===== src/class_pattern_stream_matcher_assert.svh =====
// Assertion macros for the matcher RTL.
`ifndef CLASS_PATTERN_STREAM_MATCHER_ASSERT_SVH
`define CLASS_PATTERN_STREAM_MATCHER_ASSERT_SVH

// Same-cycle implication, checked outside reset.
`define CPSM_ASSERT_IMP(lbl, ante, cons, msg) \
  lbl: assert property (@(posedge clk) disable iff (rst) (ante) |-> (cons)) else $error(msg);

// Next-cycle implication, checked outside reset.
`define CPSM_ASSERT_NEXT(lbl, ante, cons, msg) \
  lbl: assert property (@(posedge clk) disable iff (rst) (ante) |=> (cons)) else $error(msg);

`endif


===== src/cpsm_pkg.sv =====
package cpsm_pkg;

  // Default number of pattern symbols
  localparam int PATTERN_MAX_DEF = 16;

  // Configuration register indexes
  localparam int CFG_IDX_W = 2;
  localparam logic [CFG_IDX_W-1:0] REG_PATTERN_LOW  = 2'd0;
  localparam logic [CFG_IDX_W-1:0] REG_PATTERN_HIGH = 2'd1;
  localparam logic [CFG_IDX_W-1:0] REG_PATTERN_LEN  = 2'd2;
  localparam int CFG_DATA_W = 64;
  localparam int LEN_REG_W  = 5;

  // Character codes
  localparam logic [7:0] CHR_A_UP   = 8'h41;
  localparam logic [7:0] CHR_Z_UP   = 8'h5A;
  localparam logic [7:0] CHR_A_LO   = 8'h61;
  localparam logic [7:0] CHR_Z_LO   = 8'h7A;
  localparam logic [7:0] CHR_D_LO   = 8'h64;
  localparam logic [7:0] CHR_0      = 8'h30;
  localparam logic [7:0] CHR_9      = 8'h39;
  localparam logic [7:0] CHR_SPACE  = 8'h20;
  localparam logic [7:0] CHR_TAB    = 8'h09;
  localparam logic [7:0] CHR_LF     = 8'h0A;
  localparam logic [7:0] CHR_CR     = 8'h0D;
  localparam logic [7:0] CHR_QMARK  = 8'h3F;
  localparam logic [7:0] CHR_DOLLAR = 8'h24;
  localparam logic [7:0] CHR_STAR   = 8'h2A;

  typedef enum logic [3:0] {
    MODE_NORMAL = 4'b0001,
    MODE_NLRUN  = 4'b0010,
    MODE_STAR   = 4'b0100,
    MODE_DONE   = 4'b1000
  } match_mode_t;

  // One text request
  typedef struct packed {
    logic [7:0] text_byte;
    logic       end_of_string;
  } text_item_t;

  function automatic logic is_crlf(input logic [7:0] b);
    return (b == CHR_LF) || (b == CHR_CR);
  endfunction

  // Test a byte against one symbol, by class or, for other symbols, by equality
  function automatic logic class_fits(input logic [7:0] b, input logic [7:0] s);
    logic upper;
    logic letter;
    logic digit;
    logic blank;
    logic fits;
    upper  = (b >= CHR_A_UP) && (b <= CHR_Z_UP);
    letter = upper || ((b >= CHR_A_LO) && (b <= CHR_Z_LO));
    digit  = (b >= CHR_0) && (b <= CHR_9);
    blank  = (b == CHR_SPACE) || (b == CHR_TAB);
    case (s)
      CHR_A_UP:   fits = upper;
      CHR_A_LO:   fits = letter;
      CHR_D_LO:   fits = digit;
      CHR_QMARK:  fits = 1'b1;
      CHR_SPACE:  fits = blank;
      CHR_LF:     fits = is_crlf(b);
      CHR_DOLLAR: fits = !(blank || is_crlf(b) || letter || digit);
      default:    fits = (b == s);
    endcase
    return fits;
  endfunction

endpackage


===== src/cpsm_cfg.sv =====
module cpsm_cfg
  import cpsm_pkg::*;
#(
  parameter int PATTERN_MAX = PATTERN_MAX_DEF
) (
  input  logic                        clk,
  input  logic                        rst,
  input  logic                        wr_en,
  input  logic [CFG_IDX_W-1:0]        wr_index,
  input  logic [CFG_DATA_W-1:0]       wr_data,
  output logic [PATTERN_MAX-1:0][7:0] syms,
  output logic [LEN_REG_W-1:0]        pattern_length
);

  // Write pattern symbols and length
  always_ff @(posedge clk) begin
    if (rst) begin
      syms           <= '0;
      pattern_length <= '0;
    end else if (wr_en) begin
      case (wr_index)
        REG_PATTERN_LOW: begin
          for (int i = 0; i < 8; i++) begin
            syms[i] <= wr_data[8*i +: 8];
          end
        end
        REG_PATTERN_HIGH: begin
          for (int i = 8; i < PATTERN_MAX; i++) begin
            syms[i] <= wr_data[8*(i-8) +: 8];
          end
        end
        REG_PATTERN_LEN: pattern_length <= wr_data[LEN_REG_W-1:0];
        default: ;
      endcase
    end
  end

endmodule


===== src/cpsm_core.sv =====
module cpsm_core
  import cpsm_pkg::*;
#(
  parameter int PATTERN_MAX = PATTERN_MAX_DEF
) (
  input  logic                        clk,
  input  logic                        rst,
  input  logic                        step_fire,
  input  text_item_t                  item,
  input  logic [PATTERN_MAX-1:0][7:0] syms,
  input  logic [LEN_REG_W-1:0]        pattern_length,
  output logic                        step_match
);

  localparam int PW = $clog2(PATTERN_MAX + 1);
  localparam int IW = $clog2(PATTERN_MAX);

  logic [PW-1:0] pos;
  logic [PW-1:0] pos_next;
  match_mode_t   mode;
  match_mode_t   mode_next;
  logic          decision;
  logic          decision_next;

  logic [PW-1:0] len;
  logic [PW-1:0] pos_inc;
  logic          adv_done;
  logic [7:0]    sym;
  logic [7:0]    b;
  match_mode_t   mode_chk;
  logic          dec_chk;
  match_mode_t   mode_step;
  logic          dec_step;
  logic [PW-1:0] pos_step;

  // Saturate length and pick the current symbol
  always_comb begin
    if (pattern_length > LEN_REG_W'(PATTERN_MAX)) begin
      len = PW'(PATTERN_MAX);
    end else begin
      len = pattern_length[PW-1:0];
    end
    if (pos < PW'(PATTERN_MAX)) begin
      sym = syms[pos[IW-1:0]];
    end else begin
      sym = '0;
    end
  end

  assign b        = item.text_byte;
  assign pos_inc  = pos + PW'(1);
  assign adv_done = (pos_inc >= len);

  // Advance over one byte
  always_comb begin
    mode_chk = mode;
    dec_chk  = decision;
    if ((mode != MODE_DONE) && (pos >= len)) begin
      mode_chk = MODE_DONE;
      dec_chk  = (len != '0);
    end

    pos_step  = pos;
    mode_step = mode_chk;
    dec_step  = dec_chk;
    if ((mode_chk == MODE_NLRUN) && is_crlf(b)) begin
      // stay inside the CR/LF run
    end else if (mode_chk == MODE_STAR) begin
      if (class_fits(b, sym)) begin
        pos_step  = pos_inc;
        mode_step = adv_done ? MODE_DONE : MODE_NORMAL;
        dec_step  = adv_done ? 1'b1 : dec_chk;
      end
    end else if (mode_chk != MODE_DONE) begin
      if (sym == CHR_LF) begin
        if (is_crlf(b)) begin
          pos_step  = pos_inc;
          mode_step = adv_done ? MODE_DONE : MODE_NLRUN;
          dec_step  = adv_done ? 1'b1 : dec_chk;
        end else begin
          mode_step = MODE_DONE;
          dec_step  = 1'b0;
        end
      end else if (sym == CHR_STAR) begin
        pos_step  = pos_inc;
        mode_step = adv_done ? MODE_DONE : MODE_STAR;
        dec_step  = adv_done ? 1'b1 : dec_chk;
      end else if (class_fits(b, sym)) begin
        pos_step  = pos_inc;
        mode_step = adv_done ? MODE_DONE : MODE_NORMAL;
        dec_step  = adv_done ? 1'b1 : dec_chk;
      end else begin
        mode_step = MODE_DONE;
        dec_step  = 1'b0;
      end
    end

    step_match = (mode_step == MODE_DONE) && dec_step;

    // Restart on the last byte of a string
    if (item.end_of_string) begin
      pos_next      = '0;
      mode_next     = MODE_NORMAL;
      decision_next = 1'b0;
    end else begin
      pos_next      = pos_step;
      mode_next     = mode_step;
      decision_next = dec_step;
    end
  end

  always_ff @(posedge clk) begin
    if (rst) begin
      pos      <= '0;
      mode     <= MODE_NORMAL;
      decision <= 1'b0;
    end else if (step_fire) begin
      pos      <= pos_next;
      mode     <= mode_next;
      decision <= decision_next;
    end
  end

endmodule


===== src/class_pattern_stream_matcher.sv =====
// Prefix matcher for a byte stream against a class pattern of up to PATTERN_MAX
// symbols. One byte is taken per cycle, back to back, while in_stall is low; one
// request out (matched) appears for each byte flagged end_of_string, registered
// in the result register after the byte has passed the input register, and no
// request for other bytes. The rate is one byte per cycle while in_stall is low:
// the pattern state updates for one byte in short logic between the input
// register and the result register. in_stall rises only while the input register
// holds a byte and the result register holds a result that out_stall blocks.
// cfg_ready is always high; pattern_length above PATTERN_MAX counts as PATTERN_MAX.
`include "class_pattern_stream_matcher_assert.svh"

module class_pattern_stream_matcher
  import cpsm_pkg::*;
#(
  parameter int PATTERN_MAX = PATTERN_MAX_DEF
) (
  input  logic                  clk,
  input  logic                  rst,
  input  logic                  in_valid,
  output logic                  in_stall,
  input  logic [7:0]            text_byte,
  input  logic                  end_of_string,
  output logic                  out_valid,
  input  logic                  out_stall,
  output logic                  matched,
  input  logic                  cfg_valid,
  output logic                  cfg_ready,
  input  logic [CFG_IDX_W-1:0]  cfg_index,
  input  logic [CFG_DATA_W-1:0] cfg_data
);

  logic                        in_fire;
  logic                        proc_fire;
  logic                        item_valid;
  logic                        item_valid_next;
  text_item_t                  item;
  logic                        out_valid_next;
  logic                        step_match;
  logic [PATTERN_MAX-1:0][7:0] syms;
  logic [LEN_REG_W-1:0]        pattern_length;

  assign cfg_ready = 1'b1;

  cpsm_cfg #(
    .PATTERN_MAX(PATTERN_MAX)
  ) u_cfg (
    .clk           (clk),
    .rst           (rst),
    .wr_en         (cfg_valid && cfg_ready),
    .wr_index      (cfg_index),
    .wr_data       (cfg_data),
    .syms          (syms),
    .pattern_length(pattern_length)
  );

  // Process the held byte unless the result register is blocked
  assign proc_fire = item_valid && !(out_valid && out_stall);
  assign in_stall  = item_valid && out_valid && out_stall;
  assign in_fire   = in_valid && !in_stall;

  assign item_valid_next = in_fire || (item_valid && !proc_fire);
  assign out_valid_next  = (out_valid && out_stall) || (proc_fire && item.end_of_string);

  // Input register
  always_ff @(posedge clk) begin
    if (rst) begin
      item_valid <= 1'b0;
    end else begin
      item_valid <= item_valid_next;
    end
  end

  always_ff @(posedge clk) begin
    if (in_fire) begin
      item.text_byte     <= text_byte;
      item.end_of_string <= end_of_string;
    end
  end

  cpsm_core #(
    .PATTERN_MAX(PATTERN_MAX)
  ) u_core (
    .clk           (clk),
    .rst           (rst),
    .step_fire     (proc_fire),
    .item          (item),
    .syms          (syms),
    .pattern_length(pattern_length),
    .step_match    (step_match)
  );

  // Result register
  always_ff @(posedge clk) begin
    if (rst) begin
      out_valid <= 1'b0;
    end else begin
      out_valid <= out_valid_next;
    end
  end

  always_ff @(posedge clk) begin
    if (proc_fire && item.end_of_string) begin
      matched <= step_match;
    end
  end

  `CPSM_ASSERT_IMP(a_stall_only_full, in_stall, item_valid && out_valid, "stall without full pipe")
  `CPSM_ASSERT_NEXT(a_eos_gives_result, proc_fire && item.end_of_string, out_valid, "result missing")
  `CPSM_ASSERT_NEXT(a_no_extra_result, proc_fire && !item.end_of_string && !out_valid, !out_valid, "spurious result")

endmodule

===== config.mk =====
export PLATFORM = sky130hd
export DESIGN_NAME = class_pattern_stream_matcher
export DESIGN_NICKNAME = d
export VERILOG_FILES = /design/src/cpsm_pkg.sv /design/src/cpsm_cfg.sv /design/src/cpsm_core.sv /design/src/class_pattern_stream_matcher.sv
export VERILOG_INCLUDE_DIRS = /design/src /design/src/src
export SDC_FILE = /design/constraint.sdc
export NUM_CORES = 1
export LEC_CHECK = 0
export BUFFER_PORTS_ARGS = -buffer_cell sky130_fd_sc_hd__buf_4
export CELL_PAD_IN_SITES_DETAIL_PLACEMENT = 0
export CELL_PAD_IN_SITES_GLOBAL_PLACEMENT = 1
export CORE_ASPECT_RATIO = 2
export CORE_MARGIN = 1.5
export CORE_UTILIZATION = 44
export CTS_CLUSTER_SIZE = 12
export DETAILED_ROUTE_END_ITERATION = 8
export PLACE_DENSITY_LB_ADDON = 0.1
export SLEW_MARGIN = 20
export SYNTH_ARGS = -nofsm -noshare
export SYNTH_HDL_FRONTEND = slang
export SYNTH_SLANG_ARGS = --single-unit

===== constraint.sdc =====
create_clock -name clk -period 3.8 [get_ports clk]
set_input_delay 0 -clock clk [delete_from_list [all_inputs] [get_ports clk]]
set_output_delay 0 -clock clk [all_outputs]
set_load 0.01 [all_outputs]

==> results of run 1 <==
==> cells by family (layout without fill, tap and decap cells) <==
family / count (synthesis) / count (layout) / share of synthesized area
buf+inv: 74 / 223 / 0.04224
xor+xnor: 4 / 4 / 0.004497
fa+ha+maj: 11 / 11 / 0.01766
other cells: 1 / 1 / 0.0004813
mux: 62 / 62 / 0.1076
simple gates: 424 / 424 / 0.2422
compound gates: 220 / 220 / 0.1742
flops: 155 / 155 / 0.4111
==> worst max-delay path: stages, from the launching register on <==
cell      delay, ns
dfxtp_2        0.34
buf_12         0.25
mux2i_1        0.33
a22o_1         0.23
a2bb2o_4       0.23
o32a_4         0.37
or4_4          0.52
a311oi_2       0.38
nor2_2         0.10
o21ai_2        0.11
o21a_2         0.18
o211ai_1       0.17
o211ai_2       0.19
==> area by class of cell <==
cell class	instances	area, um^2	share of cell area
Timing Repair Buffer	180	1593	0.1591
Clock buffer	21	491.7	0.04911
Sequential cell	155	3204	0.3200
Multi-Input combinational cell	722	4268	0.4262
Inverter	11	41.29	0.004123
Tap cell	210	262.8	0.02624
Clock inverter	11	152.6	0.01524
==> cells in the mapped netlist, types with 5 or more instances <==
master	count
a21oi_1	139
mux2i_1	38
a22oi_1	12
nor4_1	5
nor2_1	26
o21ai_0	6
buf_4	5
a21o_1	7
clkbuf_1	44
ha_1	11
nand2_1	297
inv_1	10
edfxtp_1	10
or3_1	6
and2_1	5
o21ai_1	5
nand3b_1	7
o22ai_1	5
nand3_1	20
dfxtp_1	145
a31oi_1	6
buf_1	8
mux4_2	16
nor2b_1	10
nand4_1	8
nand2b_1	8
==> power breakdown <==
part / total [uW] / switching [uW] / internal [uW]
Sequential: 1740 / 39.7 / 1700
Combinational: 390 / 196 / 194
Clock: 1850 / 718 / 1130
==> final timing paths <==
check | slack, ns | to | start | cells after the start
setup / recovery | 0.26 | u_core.pos[2]$_SDFFE_PP0P_ | u_core.pos[2]$_SDFFE_PP0P_ | 12
hold / removal | 0.1 | u_cfg.syms[11]$_SDFFE_PP0P_ | cfg_index[1] | 5
setup reg to reg | 0.26 | u_core.pos[2]$_SDFFE_PP0P_ | u_core.pos[2]$_SDFFE_PP0P_ | 12
hold reg to reg | 0.45 | u_cfg.syms[105]$_SDFFE_PP0P_ | u_cfg.syms[105]$_SDFFE_PP0P_ | 2
==> per-stage QoR <==
stage	area (um^2)	setup slack, ns	total power, uW	hold WS, ns
finish	10010	0.2607	3979	0.09711
global route	10010	0.01299	4120	0.1122
CTS	9976	0.2638	3999	0.08633
detailed placement	8571	0.2790	2096	0.1796
global placement	8571	0.2935	2095	0.1800
floorplan	7791	0.4857	1947	0.09887
==> registers in the layout (all words and copies together), names as in the netlist <==
signal                cells
item                      9
u_cfg.syms              128
matched                   1
item_valid                1
u_core.mode               4
u_core.pos                5
u_core.decision           1
u_cfg.pattern_length      5
out_valid                 1
==> metal layers <==
layer  vias up  part of all wire
met5         -                 0
met4         0             0.040
met3        50             0.025
met2       157              0.55
met1      3461              0.38
li1       3593                 -
==> cells in the final DEF, fill, tap and decap left out, types with 16 or more instances in the layout <==
master | netlist | final
a21oi_1 | 139 | 139
mux4_2 | 16 | 16
dlygate4sd3_1 | 0 | 77
clkbuf_16 | 0 | 18
nand3_1 | 20 | 20
nor2_1 | 26 | 26
dfxtp_1 | 145 | 144
buf_4 | 5 | 99
mux2i_1 | 38 | 38
nand2_1 | 297 | 297
==> timing repair <==
action,4_1_cts,5_1_grt
hold buffers,76,1
hold endpoints to repair,144,37
gates resized for setup,0,0
setup buffers,0,0
==> Implementation_results.wiki, run 1 <==
{| class="wikitable"
! Metric !! Value
|-
| Pins Over Slew Limit || 0
|-
| Power per Cell Area || ~400 mW/mm^2
|-
| Met1 track demand over resource in global routing || 0.2779
|-
| Sequential share of the synthesized area || 0.4111
|-
| Synthesized flop and latch total || 155
|-
| Routed wirelength normalized by instance count || between 15 and 20 um
|-
| Worst vdd rail ir drop || a little under 0.3 mV
|-
| Port Buffer Count || 82
|-
| Ys Warns || 0
|-
| Initial antenna violation count || 0
|-
| Busiest metal layer after global routing || met2
|-
| # setup viols final || 0
|-
| Final global-route overflow total || 0
|-
| Status || completed
|-
| Standard-cell row count || 68
|-
| Achievable frequency || roughly 280 MHz
|-
| Cell Count, Final, Fillers Out || 1310
|-
| DRT Wirelength || about 24000 um
|-
| Total vias in the final route || 7261
|-
| Fin util || 0.5798
|-
| Yosys top cell by area || dfxtp_1
|-
| Post-route setup TNS || 0 ns
|-
| Final hold viol count || 0
|-
| Period Utilization, post-route || 0.9314
|-
| Number of unique standard cell types used by synthesis || between 70 and 80
|-
| Static leakage || 0.003698 uW
|-
| Detailed router's first-iteration violation count || 349
|-
| Required time reported for the critical path endpoint || between 4 and 5 ns
|-
| Kind of capture point of the worst setup path || flip-flop
|-
| Reg clk slew, reported paths || roughly 0.06 ns
|-
| Transition time at the pin with the least slew margin || between 0.8 and 0.9 ns
|-
| Largest net degree at the start of global routing || 144
|-
| Post-DRT Antenna Nets || 0
|-
| Worst hold path class || in2reg
|-
| Ranking of synthesized cells by area || dfxtp_1, nand2_1, a21oi_1, mux2i_1, mux4_2
|-
| Met2 routing resource usage after global routing || 0.4930
|-
| Share of the synthesized area in the top cell type || 0.3726
|-
| Setup repair after global routing missed its margin || false
|-
| Gate Count Post-Synth || ~950
|-
| Number of antenna diodes || 0
|-
| Total number of clock tree sinks || 155
|-
| Post-detailed-placement half-perimeter wirelength || around 16000 um
|-
| Met3 usage in global routing || 0.03583
|-
| Async S/R FF share, synth || 0
|-
| Average cell area after synthesis || 8.193 um^2
|-
| Routability-driven placement congestion ratio || between 0.8 and 0.9
|-
| Number of buffers inserted during clock tree synthesis || 17
|-
| Post-synthesis instance area || slightly below 0.008 mm^2
|-
| Cells after DPL || 1200
|-
| Total Die Area || 0.01856 mm^2
|-
| Layout area overhead || 28.52%
|-
| Die height || 191.2 um
|-
| Net count of the mapped netlist || around 1000
|-
| Total core area || roughly 0.017 mm^2
|-
| Startpoint kind of the worst setup timing path || flip-flop
|-
| Clock tree from TritonCTS || done
|-
| Per-cell via count in the routed design || 5.543
|-
| Clock root buffer || clkbuf_16
|-
| Number of global-route vias before repair || a little over 7000
|-
| Filler Cells Inserted || ~1600
|-
| Arrival time at the worst endpoint || 3.89 ns
|-
| Most used flip-flop cell after synthesis || dfxtp_1
|-
| Final clock skew || about 0.013 ns
|-
| Clock Path Buffers || 2
|-
| Global-route wire length before repair || between 30000 and 40000 um
|-
| Largest fanout on the critical path || 42
|-
| Width of the die || 97.10 um
|-
| Final #Nets || between 1000 and 1500
|-
| Worst-Skew Late Latency || 0.43 ns
|-
| Worst slew margin relative to its limit || 0.4031
|-
| Layout cells sized above 1 || 0.1636
|-
| Top-Level Pins || between 80 and 90
|-
| Initial core utilization || 0.4511
|-
| Max-capacitance violation count || 0
|-
| Drt pass-1 iters || 5
|-
| Period minus WS final || around 3.5 ns
|-
| EDFF count, synth || 10
|-
| Global-route total usage across every layer || 0.2601
|-
| Crit path kind || reg2reg
|-
| Residual DRC || 0
|-
| Htree depth || 4
|}
(Power assumes the default switching activity.)
==> run 2: changes to the inputs <==
==> constraint.sdc (replaced) <==
create_clock -name clk -period 3.91 [get_ports clk]
set_input_delay 0 -clock clk [delete_from_list [all_inputs] [get_ports clk]]
set_output_delay 0 -clock clk [all_outputs]
set_load 0.01 [all_outputs]
==> Implementation_results.wiki, run 2 (synthesis gave the netlist of run 1 again) <==
{| class="wikitable"
! Metric !! Value
|-
| Status || completed
|-
| Number of global-route vias before repair || 7348 (+1.5%)
|-
| Total Die Area || 0.01856 mm^2 (unchanged)
|-
| Number of antenna diodes || 0 (unchanged)
|-
| Top layer reached by signal wires || met4
|-
| Port Buffer Count || 82 (unchanged)
|-
| Clock tree from TritonCTS || done
|-
| Global-route total usage across every layer || 0.2589 (-0.001133)
|-
| Most common cell after layout, fill and taps aside || nand2_1
|-
| Met3 wire len || 593 um (+0.68%)
|-
| Power per Cell Area || 382.1 mW/mm^2 (-3.9%)
|-
| End of the worst register-to-register path || u_core.pos[2]$_SDFFE_PP0P_
|-
| Top-Level Pins || 84 (unchanged)
|-
| Total non-filler cell area in the finished layout || 0.009972 mm^2 (-0.41%)
|-
| Layout cells sized above 1 || 0.1632 (-0.0004451)
|-
| Number of buffers added for setup after CTS || 0 (unchanged)
|-
| Achievable frequency || 281.5 MHz (-0.36%)
|-
| Global-route wire length before repair || 37690 um (+0.51%)
|-
| Largest fanout on the critical path || 11 (-74%)
|-
| Leading cell types in the layout, fill and taps excluded || nand2_1, dfxtp_1, a21oi_1
|-
| Layout area overhead || 27.99%
|-
| Period minus WS final || 3.552 ns (+0.01268 ns)
|-
| Cell Count, Final, Fillers Out || 1313 (+0.23%)
|-
| Worst vdd rail ir drop || 0.3859 mV (+32%)
|-
| Final #Nets || 1181 (+0.25%)
|-
| Largest net degree at the start of global routing || 99 (-31%)
|-
| Area of the multi-input gates || 0.004268 mm^2 (unchanged)
|-
| R2r setup slk || 0.36 ns (+0.10 ns)
|-
| Die height || 191.2 um (unchanged)
|-
| Routability-driven placement congestion ratio || 0.9565 (+7.3%)
|-
| Max-capacitance violation count || 0 (unchanged)
|-
| Period Utilization, post-route || 0.9084 (-0.02296)
|-
| Wl on met1 || 9374 um (+2.8%)
|-
| Per-cell via count in the routed design || 5.538 (about the same)
|-
| Filler Cells Inserted || 1658 (+2.6%)
|-
| Post-route setup TNS || 0 ns (unchanged)
|-
| Routed length on met2 || 13030 um (-0.37%)
|-
| Longest individual stage delay on the worst path || 0.62 ns (+0.10 ns)
|-
| Number of buffers inserted during clock tree synthesis || 17 (unchanged)
|-
| Crit path kind || reg2reg
|-
| Transition time at the pin with the least slew margin || 1.147 ns (+0.2519 ns)
|-
| Residual DRC || 0 (unchanged)
|-
| Hold depth || 2 (-3)
|-
| Final clock skew || 0.008844 ns (-0.003948 ns)
|-
| Worst-Skew Late Latency || 0.43 ns (about the same)
|-
| Cell family contributing the most delay on the critical path || compound AO/OA/AOI/OAI gates
|-
| Sequential cell area in the final layout || 0.003204 mm^2 (unchanged)
|-
| Drt pass-1 iters || 5 (unchanged)
|-
| Required time reported for the critical path endpoint || 4.22 ns (+0.07 ns)
|-
| # setup viols final || 0 (unchanged)
|-
| Total core area || 0.01727 mm^2 (unchanged)
|-
| Post-DRT Antenna Nets || 0 (unchanged)
|-
| Reg with most FFs || u_cfg.syms
|-
| Initial core utilization || 0.4511 (unchanged)
|-
| Post-detailed-placement half-perimeter wirelength || 16560 um (+1.4%)
|-
| Width of the die || 97.10 um (unchanged)
|-
| Reg clk slew, reported paths || 0.06 ns (about the same)
|-
| Detailed router's first-iteration violation count || 304 (-13%)
|-
| Static leakage || 0.003693 uW (-0.14%)
|-
| Final hold viol count || 0 (unchanged)
|-
| Total vias in the final route || 7272 (+0.15%)
|-
| Buffer and inverter count on the worst path || 1 (unchanged)
|-
| Placed cell areas || 0.008605 mm^2 (+0.39%)
|-
| Clock root buffer || clkbuf_16
|-
| Cells after DPL || 1205 (+0.42%)
|-
| Pins Over Slew Limit || 0 (unchanged)
|-
| Worst slew margin relative to its limit || 0.2352 (-0.1680)
|-
| Setup repair after global routing missed its margin || false
|-
| Fin util || 0.5774 (-0.002390)
|-
| Cell with the biggest individual delay on the critical path || dfxtp_1
|-
| Number of gates resized after cts || 0 (unchanged)
|-
| Hold endpoint || item_valid$_SDFF_PP0_
|-
| Worst hold path class || in2reg
|-
| Max FFs per register || 128 (unchanged)
|-
| Arrival time at the worst endpoint || 3.86 ns (-0.03 ns)
|-
| Largest registers in the final layout || u_cfg.syms x128, item x9
|-
| Htree depth || 4 (unchanged)
|-
| Worst reg2reg path startpoint || u_core.pos[3]$_SDFFE_PP0P_
|-
| Routed wirelength normalized by instance count || 18.20 um (+0.46%)
|-
| Total number of clock tree sinks || 155 (unchanged)
|-
| Initial antenna violation count || 0 (unchanged)
|-
| DRT Wirelength || 23900 um (+0.69%)
|-
| Length in cells of the worst reg-to-reg path || 12 (unchanged)
|-
| Hold path startpoint || rst
|-
| Critical path, cell by cell || buf_4 > nand2b_1 > o22ai_4 > a2bb2o_4 > o32a_4 > or4_4 > a311oi_2 > nor4b_1 > o21ai_2 > nand4_1 > nand3_1 > o211ai_2
|-
| Startpoint kind of the worst setup timing path || flip-flop
|-
| Final global-route overflow total || 0 (unchanged)
|-
| Clock Path Buffers || 2 (unchanged)
|-
| Standard-cell row count || 68 (unchanged)
|-
| Kind of capture point of the worst setup path || flip-flop
|}
[run 2: worst max path at each step]
stage | from | endpoint | slack, ns | depth (start not counted)
final | u_core.pos[3]$_SDFFE_PP0P_ | u_core.pos[2]$_SDFFE_PP0P_ | 0.36 | 12
after global routing | u_core.pos[2]$_SDFFE_PP0P_ | u_core.pos[1]$_SDFFE_PP0P_ | 0.09 | 12
after CTS | u_core.pos[3]$_SDFFE_PP0P_ | u_core.pos[2]$_SDFFE_PP0P_ | 0.35 | 12
after detailed placement | u_core.pos[3]$_SDFFE_PP0P_ | u_core.decision$_SDFFE_PP0P_ | 0.38 | 12
after global placement | u_core.pos[0]$_SDFFE_PP0P_ | u_core.pos[1]$_SDFFE_PP0P_ | 0.41 | 14
after floorplan | u_core.pos[0]$_SDFFE_PP0P_ | u_core.pos[1]$_SDFFE_PP0P_ | 0.60 | 15
[run 2: what timing repair did]
| item | in CTS | in global routing |
|---|---|---|
| endpoints found under the setup margin | 0 | 0 |
| hold endpoints to repair | 144 | 0 |
| hold buffers | 76 | 0 |
[run 2: power breakdown]
group	total, uW	switching (uW)	internal (uW)
Clock	1750	675	1070
Combinational	374	189	185
Sequential	1690	40.1	1650
[run 2: layout make-up]
cell class,count,share of cell area
timing repair buffer,183,0.1593
tap,210,0.02635
clock inverter,11,0.01669
multi-input combinational,722,0.4280
sequential,155,0.3213
clock buffer,21,0.04417
inverter,11,0.004141
[run 2: per-layer routing]
layer | vias up | track usage
met2 | 168 | 0.4917
met5 | - | 0
met3 | 58 | 0.03839
li1 | 3593 | -
met1 | 3453 | 0.2764
met4 | 0 | 0.1232
[run 2: stage by stage]
stage                     hold slack (ns)  setup WS [ns]  power [uW]
final                             0.01766         0.3580        3810
after floorplan                   0.09887         0.5957        1892
after detailed placement           0.1806         0.3812        2037
after global placement             0.1786         0.4123        2036
after global routing              0.05453        0.08514        3935
after CTS                         0.01520         0.3516        3837
==> run 3: changes to the inputs <==
--- a/config.mk
+++ b/config.mk
@@ -11,7 +11,7 @@
 export CELL_PAD_IN_SITES_GLOBAL_PLACEMENT = 1
 export CORE_ASPECT_RATIO = 2
 export CORE_MARGIN = 1.5
-export CORE_UTILIZATION = 44
+export CORE_UTILIZATION = 36
 export CTS_CLUSTER_SIZE = 12
 export DETAILED_ROUTE_END_ITERATION = 8
 export PLACE_DENSITY_LB_ADDON = 0.1
==> Implementation_results.wiki, run 3 (synthesis gave the netlist of run 1 again) <==
{| class="wikitable"
! Metric !! Value
|-
| Largest fanout on the critical path || 12 (+1)
|-
| Power per Cell Area || 387.5 mW/mm^2 (+1.4%)
|-
| Setup crit start || u_core.pos[0]$_SDFFE_PP0P_
|-
| Initial core utilization || 0.3642 (-0.08695)
|-
| Filler Cells Inserted || 2154 (+30%)
|-
| Cell with the biggest individual delay on the critical path || dfxtp_1
|-
| Number of global-route vias before repair || 7223 (-1.7%)
|-
| Number of buffers inserted during clock tree synthesis || 17 (unchanged)
|-
| Longest individual stage delay on the worst path || 0.63 ns (about the same)
|-
| Largest net degree at the start of global routing || 102 (+3.0%)
|-
| Setup repair after global routing missed its margin || false
|-
| Sequential cell area in the final layout || 0.003204 mm^2 (unchanged)
|-
| Critical path, cell by cell || nor2b_1 > a22o_1 > a2bb2o_4 > o32a_4 > or4_4 > a311oi_2 > nor2_2 > o21ai_2 > o21a_2 > o211ai_1 > o211ai_2
|-
| Layout cells sized above 1 || 0.1620 (-0.001226)
|-
| Crit path kind || reg2reg
|-
| Htree depth || 4 (unchanged)
|-
| Transition time at the pin with the least slew margin || 0.9114 ns (-0.2359 ns)
|-
| Total number of clock tree sinks || 155 (unchanged)
|-
| Worst reg2reg path startpoint || u_core.pos[0]$_SDFFE_PP0P_
|-
| Post-route setup TNS || 0 ns (unchanged)
|-
| Required time reported for the critical path endpoint || 4.27 ns (+0.05 ns)
|-
| Worst vdd rail ir drop || 0.3007 mV (-22%)
|-
| Post-DRT Antenna Nets || 0 (unchanged)
|-
| Reg clk slew, reported paths || 0.06 ns (about the same)
|-
| Total vias in the final route || 7136 (-1.9%)
|-
| Placed cell areas || 0.008638 mm^2 (+0.39%)
|-
| Period Utilization, post-route || 0.9364 (+0.02792)
|-
| Static leakage || 0.003699 uW (+0.17%)
|-
| Worst hold path class || in2reg
|-
| Total core area || 0.02140 mm^2 (+24%)
|-
| Hold path startpoint || rst
|-
| Die height || 211.1 um (+10%)
|-
| Per-cell via count in the routed design || 5.201 (-6.1%)
|-
| Routability-driven placement congestion ratio || 0.8873 (-7.2%)
|-
| Layout area overhead || 29.53%
|-
| Routed wirelength normalized by instance count || 18.51 um (+1.7%)
|-
| Number of buffers added for setup after CTS || 0 (unchanged)
|-
| Reg with most FFs || u_cfg.syms
|-
| DRT Wirelength || 25390 um (+6.3%)
|-
| Number of antenna diodes || 0 (unchanged)
|-
| Width of the die || 107.0 um (+10%)
|-
| Final #Nets || 1177 (-0.34%)
|-
| Clock root buffer || clkbuf_16
|-
| Pins Over Slew Limit || 0 (unchanged)
|-
| Max FFs per register || 128 (unchanged)
|-
| Startpoint kind of the worst setup timing path || flip-flop
|-
| Worst-Skew Late Latency || 0.44 ns (about the same)
|-
| Achievable frequency || 273.1 MHz (-3.0%)
|-
| Area of the multi-input gates || 0.004268 mm^2 (unchanged)
|-
| Period minus WS final || 3.661 ns (+0.1092 ns)
|-
| Standard-cell row count || 76 (+12%)
|-
| # setup viols final || 0 (unchanged)
|-
| Post-detailed-placement half-perimeter wirelength || 17600 um (+6.3%)
|-
| Leading cell types in the layout, fill and taps excluded || nand2_1, dfxtp_1, a21oi_1
|-
| Port Buffer Count || 82 (unchanged)
|-
| Number of gates resized after cts || 0 (unchanged)
|-
| Clock tree from TritonCTS || done
|-
| Residual DRC || 0 (unchanged)
|-
| Total Die Area || 0.02259 mm^2 (+22%)
|-
| Largest registers in the final layout || u_cfg.syms x128, item x9
|-
| Kind of capture point of the worst setup path || flip-flop
|-
| Total non-filler cell area in the finished layout || 0.01009 mm^2 (+1.2%)
|-
| Initial antenna violation count || 0 (unchanged)
|-
| Top-Level Pins || 84 (unchanged)
|-
| Global-route total usage across every layer || 0.2340 (-0.02488)
|-
| Detailed router's first-iteration violation count || 313 (+3.0%)
|-
| Global-route wire length before repair || 40070 um (+6.3%)
|-
| Final global-route overflow total || 0 (unchanged)
|-
| Max-capacitance violation count || 0 (unchanged)
|-
| Clock Path Buffers || 2 (unchanged)
|-
| Worst slew margin relative to its limit || 0.3924 (+0.1573)
|-
| Arrival time at the worst endpoint || 4.02 ns (+0.16 ns)
|-
| Most common cell after layout, fill and taps aside || nand2_1
|-
| Drt pass-1 iters || 4 (-1)
|-
| Final hold viol count || 0 (unchanged)
|-
| Status || completed
|-
| Final clock skew || 0.01205 ns (+0.003204 ns)
|}
## run 3: cell types whose count changed in the layout (fill, tap and decap cells not counted), sizes merged
cell | before | now
buf | 107 | 102
inv | 14 | 10
clkinv | 4 | 6
clkbuf | 21 | 22
clkinvlp | 0 | 1
dlygate4sd3 | 76 | 77
## run 3: worst max-delay path, delay by kind of cell (launching register included)
| kind | cells | cell delay [ns] |
|---|---|---|
| flip-flops | 1 | 0.63 |
| AND/OR/NAND/NOR | 3 | 1.07 |
| AO/OA/AOI/OAI | 8 | 1.89 |
## run 3: worst paths after layout
kind                                                     to  slack, ns  depth (start not counted)
worst max-delay path             u_core.pos[2]$_SDFFE_PP0P_       0.25                         11
worst min-delay path                   out_valid$_SDFF_PP0_       0.02                          2
worst max register to register   u_core.pos[2]$_SDFFE_PP0P_       0.25                         11
worst min register to register  u_cfg.syms[87]$_SDFFE_PP0P_       0.45                          2
## run 3: layout make-up
| type | instances | area share |
|---|---|---|
| well taps | 273 | 0.03385 |
| repair buffers | 179 | 0.1567 |
| clock buffers | 22 | 0.04909 |
| inverters | 11 | 0.004091 |
| flip-flops and latches | 155 | 0.3175 |
| multi-input cells | 722 | 0.4229 |
| clock inverters | 10 | 0.01587 |
## run 3: metrics by stage
| stage | setup slack [ns] | hold WS (ns) | utilization | power (uW) | std cells |
|---|---|---|---|---|---|
| 5_1_grt | 0.03261 | 0.01877 | 0.4717 | 4064 | 1372 |
| 3_5_place_dp | 0.2618 | 0.1797 | 0.4037 | 2047 | 1262 |
| 6_report | 0.2489 | 0.02015 | 0.4717 | 3911 | 1372 |
| 2_1_floorplan | 0.5957 | 0.09887 | - | 1892 | 951 |
| 4_1_cts | 0.2469 | 0.006156 | 0.4704 | 3955 | 1371 |
| 3_3_place_gp | 0.2749 | 0.1786 | 0.4037 | 2045 | 1262 |
## run 3: power by group
group,total (uW),switching [uW],internal [uW]
Clock,1840,681,1160
Sequential,1690,39.1,1650
Combinational,385,197,188
## run 3: what timing repair did
| item | CTS | global route |
|---|---|---|
| hold buffers | 77 | 0 |
| hold endpoints to repair | 144 | 0 |
| endpoints found under the setup margin | 0 | 0 |
## run 3: per-layer routing
| metal | track usage | wire (um) | up-vias |
|---|---|---|---|
| met5 | 0 | 0 | - |
| met4 | 0.08184 | 473 | 0 |
| met3 | 0.03888 | 539 | 24 |
| met2 | 0.4478 | 14490 | 121 |
| met1 | 0.2518 | 9885 | 3398 |
| li1 | - | - | 3593 |
